<file path="src/sv/dsm_pkg.sv">
`timescale 1ns / 1ps

package dsm_pkg;

  localparam int SLOTS       = 12;
  localparam int LETTER_W    = 5;
  localparam int STATE_W     = 4;
  localparam int POS_W       = 32;
  localparam int PAT_W       = SLOTS * LETTER_W;
  localparam int APB_DW      = 64;
  localparam int APB_AW      = 4;
  localparam int IN_TDATA_W  = 8;
  localparam int OUT_TDATA_W = 40;

  // register select on paddr[3]
  localparam logic REG_PATTERN_LETTERS = 1'b0;
  localparam logic REG_PATTERN_LENGTH  = 1'b1;

  typedef struct packed {
    logic               stale;
    logic [STATE_W-1:0] length;
  } cfg_t;

endpackage

</file>
<file path="src/sv/dsm_cfg.sv">
`timescale 1ns / 1ps

module dsm_cfg #(
  parameter int MAX_PATTERN = 12
) (
  input  logic                                clk,
  input  logic                                rst,
  input  logic                                psel,
  input  logic                                penable,
  input  logic                                pwrite,
  input  logic [dsm_pkg::APB_AW-1:0]          paddr,
  input  logic [dsm_pkg::APB_DW-1:0]          pwdata,
  output logic [dsm_pkg::APB_DW-1:0]          prdata,
  output dsm_pkg::cfg_t                       cfg,
  output logic [dsm_pkg::PAT_W-1:0]           pattern,
  output logic [MAX_PATTERN:0][MAX_PATTERN-1:0] border
);
  import dsm_pkg::*;

  logic [PAT_W-1:0]                  pattern_letters;
  logic [STATE_W-1:0]                pattern_length;
  logic                              stale;
  logic [MAX_PATTERN:0][MAX_PATTERN-1:0] border_next;
  logic                              wr;

  assign wr = psel & penable & pwrite;

  always_ff @(posedge clk) begin
    if (rst) begin
      pattern_letters <= '0;
      pattern_length  <= STATE_W'(1);
      stale           <= 1'b1;
    end else begin
      stale <= wr && (paddr[3] == REG_PATTERN_LETTERS);
      if (wr) begin
        unique case (paddr[3])
          REG_PATTERN_LETTERS: begin
            pattern_letters <= pwdata[PAT_W-1:0];
          end
          REG_PATTERN_LENGTH: begin
            pattern_length <= pwdata[STATE_W-1:0];
          end
        endcase
      end
    end
  end

  // border[q][k-1]: first k-1 pattern letters end the first q pattern letters
  always_comb begin
    border_next = '0;
    for (int q = 0; q <= MAX_PATTERN; q++) begin
      for (int k = 1; k <= MAX_PATTERN && k <= q + 1; k++) begin
        border_next[q][k-1] = 1'b1;
        for (int j = 0; j < k - 1; j++) begin
          if (pattern_letters[LETTER_W*j +: LETTER_W] !=
              pattern_letters[LETTER_W*(q-k+1+j) +: LETTER_W])
            border_next[q][k-1] = 1'b0;
        end
      end
    end
  end

  always_ff @(posedge clk) begin
    border <= border_next;
  end

  always_comb begin
    if (pattern_length == '0)
      cfg.length = STATE_W'(1);
    else if (pattern_length > STATE_W'(MAX_PATTERN))
      cfg.length = STATE_W'(MAX_PATTERN);
    else
      cfg.length = pattern_length;
    cfg.stale = stale;
  end

  assign pattern = pattern_letters;

  always_comb begin
    unique case (paddr[3])
      REG_PATTERN_LETTERS: prdata = {{(APB_DW-PAT_W){1'b0}}, pattern_letters};
      REG_PATTERN_LENGTH:  prdata = {{(APB_DW-STATE_W){1'b0}}, pattern_length};
    endcase
  end

endmodule

</file>
<file path="src/sv/dsm_core.sv">
`timescale 1ns / 1ps

module dsm_core #(
  parameter int MAX_PATTERN   = 12,
  parameter int ALPHABET_SIZE = 26
) (
  input  logic                                  clk,
  input  logic                                  rst,
  input  logic                                  s_tvalid,
  output logic                                  s_tready,
  input  logic [dsm_pkg::IN_TDATA_W-1:0]        s_tdata,
  output logic                                  m_tvalid,
  input  logic                                  m_tready,
  output logic [dsm_pkg::OUT_TDATA_W-1:0]       m_tdata,
  output logic                                  m_tuser,
  input  dsm_pkg::cfg_t                         cfg,
  input  logic [dsm_pkg::PAT_W-1:0]             pattern,
  input  logic [MAX_PATTERN:0][MAX_PATTERN-1:0] border
);
  import dsm_pkg::*;

  localparam int QW = (MAX_PATTERN > 1) ? $clog2(MAX_PATTERN + 1) : 1;

  logic                  in_valid;
  logic [LETTER_W-1:0]   in_letter;
  logic [STATE_W-1:0]    prefix_state;
  logic [POS_W-1:0]      text_position;
  logic                  out_valid;
  logic                  out_found;
  logic [POS_W-1:0]      out_shift;
  logic [STATE_W-1:0]    out_prefix;

  logic                  move;
  logic [STATE_W-1:0]    q_cur;
  logic [STATE_W-1:0]    lim;
  logic [MAX_PATTERN-1:0] row;
  logic                  letter_ok;
  logic [STATE_W-1:0]    q_next;
  logic                  found;
  logic [POS_W-1:0]      shift;

  assign move     = in_valid & ~cfg.stale & (~out_valid | m_tready);
  assign s_tready = ~in_valid | move;

  always_comb begin
    q_cur     = (prefix_state > cfg.length) ? cfg.length : prefix_state;
    lim       = (q_cur < cfg.length) ? q_cur + STATE_W'(1) : cfg.length;
    row       = border[q_cur[QW-1:0]];
    letter_ok = {1'b0, in_letter} < (LETTER_W+1)'(ALPHABET_SIZE);
    q_next    = '0;
    for (int k = 1; k <= MAX_PATTERN; k++) begin
      if (row[k-1] && (STATE_W'(k) <= lim) && letter_ok &&
          (pattern[LETTER_W*(k-1) +: LETTER_W] == in_letter))
        q_next = STATE_W'(k);
    end
    found = (q_next == cfg.length);
    shift = found ? text_position - POS_W'(cfg.length) + POS_W'(1) : '0;
  end

  always_ff @(posedge clk) begin
    if (rst) begin
      in_valid      <= 1'b0;
      out_valid     <= 1'b0;
      prefix_state  <= '0;
      text_position <= '0;
    end else begin
      if (s_tready)
        in_valid <= s_tvalid;
      if (move) begin
        prefix_state  <= q_next;
        text_position <= text_position + POS_W'(1);
        out_valid     <= 1'b1;
      end else if (m_tready) begin
        out_valid <= 1'b0;
      end
    end
  end

  always_ff @(posedge clk) begin
    if (s_tvalid && s_tready)
      in_letter <= s_tdata[LETTER_W-1:0];
    if (move) begin
      out_found  <= found;
      out_shift  <= shift;
      out_prefix <= q_next;
    end
  end

  assign m_tvalid = out_valid;
  assign m_tuser  = out_found;
  assign m_tdata  = {{(OUT_TDATA_W-POS_W-STATE_W){1'b0}}, out_prefix, out_shift};

endmodule

</file>
<file path="src/sv/dfa_string_matcher_top.sv">
`timescale 1ns / 1ps
// An accepted input beat passes the input reg, then the result reg, to become its result beat.
// One letter per cycle unless stalled; the state update is a single registered transition.
// Stalls: automaton table reload after a pattern_letters write; m_tready low with a result held.
// Reset (rst, synchronous, active high): state, position and pipeline cleared,
// pattern_letters = 0, pattern_length = 1.
module dfa_string_matcher_top #(
  parameter int MAX_PATTERN   = 12,
  parameter int ALPHABET_SIZE = 26
) (
  input  logic                            clk,
  input  logic                            rst,
  input  logic                            s_tvalid,
  output logic                            s_tready,
  input  logic [dsm_pkg::IN_TDATA_W-1:0]  s_tdata,   // [4:0] letter
  output logic                            m_tvalid,
  input  logic                            m_tready,
  output logic [dsm_pkg::OUT_TDATA_W-1:0] m_tdata,   // [31:0] match_shift, [35:32] matched_prefix
  output logic                            m_tuser,   // [0] match_found
  input  logic                            psel,
  input  logic                            penable,
  input  logic                            pwrite,
  input  logic [dsm_pkg::APB_AW-1:0]      paddr,
  input  logic [dsm_pkg::APB_DW-1:0]      pwdata,
  output logic [dsm_pkg::APB_DW-1:0]      prdata,
  output logic                            pready
);
  import dsm_pkg::*;

  cfg_t                                  cfg;
  logic [PAT_W-1:0]                      pattern;
  logic [MAX_PATTERN:0][MAX_PATTERN-1:0] border;

  assign pready = 1'b1;

  dsm_cfg #(
    .MAX_PATTERN (MAX_PATTERN)
  ) u_cfg (
    .clk     (clk),
    .rst     (rst),
    .psel    (psel),
    .penable (penable),
    .pwrite  (pwrite),
    .paddr   (paddr),
    .pwdata  (pwdata),
    .prdata  (prdata),
    .cfg     (cfg),
    .pattern (pattern),
    .border  (border)
  );

  dsm_core #(
    .MAX_PATTERN   (MAX_PATTERN),
    .ALPHABET_SIZE (ALPHABET_SIZE)
  ) u_core (
    .clk      (clk),
    .rst      (rst),
    .s_tvalid (s_tvalid),
    .s_tready (s_tready),
    .s_tdata  (s_tdata),
    .m_tvalid (m_tvalid),
    .m_tready (m_tready),
    .m_tdata  (m_tdata),
    .m_tuser  (m_tuser),
    .cfg      (cfg),
    .pattern  (pattern),
    .border   (border)
  );

endmodule

</file>
<file path="config.mk">
export PLATFORM = sky130hd
export DESIGN_NAME = dfa_string_matcher_top
export DESIGN_NICKNAME = d
export VERILOG_FILES = /design/src/sv/dsm_pkg.sv /design/src/sv/dsm_cfg.sv /design/src/sv/dsm_core.sv /design/src/sv/dfa_string_matcher_top.sv
export SDC_FILE = /design/constraint.sdc
export NUM_CORES = 1
export LEC_CHECK = 0
export ABC_CLOCK_PERIOD_IN_PS = 7450
export BUFFER_PORTS_ARGS = -buffer_cell sky130_fd_sc_hd__clkbuf_2
export CORE_MARGIN = 2
export CORE_UTILIZATION = 35
export CTS_CLUSTER_DIAMETER = 100
export DETAILED_ROUTE_END_ITERATION = 6
export SYNTH_ARGS = -nofsm -noshare
export SYNTH_HDL_FRONTEND = slang
export SYNTH_SLANG_ARGS = --single-unit
</file>
<file path="constraint.sdc">
create_clock -name clk -period 7.45 [get_ports clk]
set_input_delay 1.1175 -clock clk [delete_from_list [all_inputs] [get_ports clk]]
set_output_delay 1.1175 -clock clk [all_outputs]
set_load 0.005 [all_outputs]
</file>
==> flow_summary.json <==
{
  "syn2layout_area_growth_pct": 13.03,
  "nets": 2040,
  "numPortBuffers": 171,
  "comb_power_share": 0.144,
  "hold_viol": 0,
  "yosys_warnings": 0,
  "synth.top_cells.by_area": "dfxtp_1 (22%), xor2_1 (13%), xnor2_1 (12%), edfxtp_1 (8.2%), ha_1 (5.8%)",
  "cts_setup_buffers": 0,
  "peakVddDrop_mv": 0.1499,
  "finalSetupTns_ns": 0,
  "regArea_sq_mm": 0.004644,
  "worstMarginPinSlew_ns": 1.248,
  "row_count": 76,
  "wire_per_inst_um": 19.03,
  "cts-resized-gates": 0,
  "min_period_ns": 6.917,
  "syn-instance-count": 1836,
  "ys_seq_area_frac": 0.3006,
  "clock_path_buffers": 3,
  "grt_pass1_wl_um": 73710,
  "syn_area_per_cell_sq_um": 8.414,
  "clock-sinks": 211,
  "p_sw_w": 0.0008828,
  "antenna_left": 0,
  "rsz0062_at_grt": "false",
  "drt-pass1-iter-count": 5,
  "drc": 0,
  "core-area_sq_mm": 0.04336,
  "antenna_found_initial": 1,
  "vias_per_cell": 5.163,
  "crit_chain": "inv_1 > o21ai_2 > ha_1 > nor2b_4 > o31a_2 > o21ai_1 > mux2i_2 > inv_2 > ha_1 > and2_1 > or4_1 > nor2_1 > a21oi_1 > buf_4 > or3_1 > o22ai_1 > nor4b_4 > nor4b_4 > and2_1 > inv_2 > o31a_1 > or4_1 > buf_4 > nor4_2",
  "crit_path_max_incr_delay_ns": 0.58,
  "dpl.hpwl_um": 32730,
  "die_w_um": 214.1,
  "clock_latency_ns": 0.57,
  "synth_edf_count": 42,
  "synth_top_cell_area_share": 0.2190,
  "leakage_nw": 7.784,
  "slew_viol_final": 0,
  "io_pins": 191,
  "die_h_um": 214.1,
  "async_reset_ff_frac": 0,
  "grt_overflow": 0,
  "grt_max_degree": 104,
  "yosys.area.top_type": "dfxtp_1",
  "fmax_mhz": 144.6,
  "utilization": 0.4027,
  "maxSlewHeadroom": 0.1678,
  "synthFlopType": "dfxtp_1",
  "drv_cap": 0,
  "skew_ns": 0.02765,
  "gp_congestion": 0.8833,
  "synthesis.area_sq_mm": 0.01545,
  "synth_top_cells_by_count": "xor2_1 (236), xnor2_1 (209), dfxtp_1 (169)",
  "die_area_sq_mm": 0.04583,
  "synth_most_common_cell": "xor2_1",
  "critical_path_class": "flop to flop",
  "vias": 12860,
  "grt_use_total": 0.2011,
  "cts_tree": "yes",
  "htreeDepth": 1,
  "startpoint_type": "flop",
  "clk_pin_slew_ns": 0.06,
  "cts_root_buf": "clkbuf_16",
  "critPathRequiredTime_ns": 7.83,
  "grt_pass1_vias": 12660,
  "p_int_w": 0.002317,
  "crit_slowest_cell": "dfxtp_1",
  "p_seq_frac": 0.421,
  "final_layout_size_suffix_gt1_frac": 0.1490,
  "start_util": 0.3563,
  "ctsHoldBuffers": 0,
  "synth_cell_type_count": 86,
  "final-setup-viol-count": 0,
  "drt_iter0_drc": 792,
  "numCtsBuffers": 27,
  "cp.arrival_ns": 7.29,
  "route.final.wire_length_um": 47410,
  "fin_crit_sh": 0.9284,
  "path_max_fanout": 33,
  "outcome": "finished, final reports clean",
  "powerDensity_mw_per_mm2": 183.2,
  "multi_input_area_sq_mm": 0.009824,
  "ys_ff_latch": 211,
  "end_kind": "flop",
  "min_path_type": "flop to flop",
  "fillers": 4409,
  "clkPwrFrac": 0.435,
  "antenna_cells": 0,
  "p_sw_frac": 0.2759
}
layout by cell type, fill, tap and decap left out, drive strengths merged, types with 21 or more instances in the layout:
cell    instances
xnor2         209
clkbuf        208
edfxtp         42
o21ai          25
dfxtp         169
nand3          40
inv            63
nor2b          64
nor3           95
buf            31
nand2         169
and4           57
mux2i          21
ha             71
nor2           97
xor2          236
a21oi         103
power by group through the flow:
stage / registers [W] / clock network (W) / logic (W)
after floorplan: 0.00131 / 0 / 0.000347
after CTS: 0.00134 / 0.00143 / 0.000454
after global routing: 0.00136 / 0.00147 / 0.000499
final: 0.00135 / 0.00139 / 0.000462
after detailed placement: 0.00137 / 0 / 0.000451
after global placement: 0.00137 / 0 / 0.000444
flip-flops by register name (all words and copies together) (netlist names), 4 cells and up:
signal,cells
u_cfg.pattern_length,4
u_cfg.border,66
u_core.prefix_state,4
u_cfg.pattern,60
u_core.in_letter,5
u_core.text_position,32
u_core.out_prefix,4
u_core.out_shift,32
cell families after synthesis:
logic type,share of synthesized area
flip-flops,0.3006
AND/OR/NAND/NOR,0.2005
buffers and inverters,0.06609
other,0.0004861
multiplexers,0.01895
AO/OA/AOI/OAI,0.1022
adder cells (fa/ha/maj),0.05880
XOR/XNOR,0.2523
final timing paths:
path / start / endpoint / slack, ns / cells after the start
hold / removal: u_core.m_tvalid$_SDFFE_PP0P_ / u_core.m_tvalid$_SDFFE_PP0P_ / 0.50 / 2
setup reg to reg: u_cfg.pattern_length[3]$_SDFFE_PP0P_ / u_core.out_shift[31]$_SDFFCE_PP0P_ / 0.53 / 24
hold reg to reg: u_core.m_tvalid$_SDFFE_PP0P_ / u_core.m_tvalid$_SDFFE_PP0P_ / 0.50 / 2
setup / recovery: u_cfg.pattern_length[3]$_SDFFE_PP0P_ / u_core.out_shift[31]$_SDFFCE_PP0P_ / 0.53 / 24
critical path, delay by kind of cell (launching register included):
| kind | cells | cell delay [ns] |
|---|---|---|
| compound gates | 6 | 1.67 |
| buf+inv | 5 | 0.82 |
| fa+ha+maj | 2 | 0.66 |
| mux | 1 | 0.30 |
| simple gates | 10 | 2.70 |
| flops | 1 | 0.58 |
metrics by stage:
| stage | setup WS [ns] | total power, W | hold slack [ns] | area, sq um | instances |
|---|---|---|---|---|---|
| floorplan | 1.447 | 0.001654 | 0.4744 | 15470 | 1843 |
| global placement | 0.6889 | 0.001813 | 0.4909 | 16520 | 2441 |
| detailed placement | 0.5618 | 0.001820 | 0.5027 | 16520 | 2441 |
| CTS | 0.5366 | 0.003224 | 0.5119 | 17460 | 2491 |
| global route | 0.1523 | 0.003320 | 0.5578 | 17460 | 2491 |
| finish | 0.5333 | 0.003199 | 0.5031 | 17460 | 2491 |
area by class of cell:
cell class,count,area share
inverters,61,0.01354
flip-flops and latches,211,0.2660
clock inverters,12,0.009960
multi-input cells,1383,0.5626
well taps,585,0.04192
repair buffers,201,0.06205
clock buffers,38,0.04392
metal layers:
layer,routed length (um),GRT usage
met4,1865,0.07824
met1,20460,0.2567
met5,0,0
met3,2880,0.03078
met2,22200,0.3412
No activity file was read; power rests on OpenSTA's default activity.
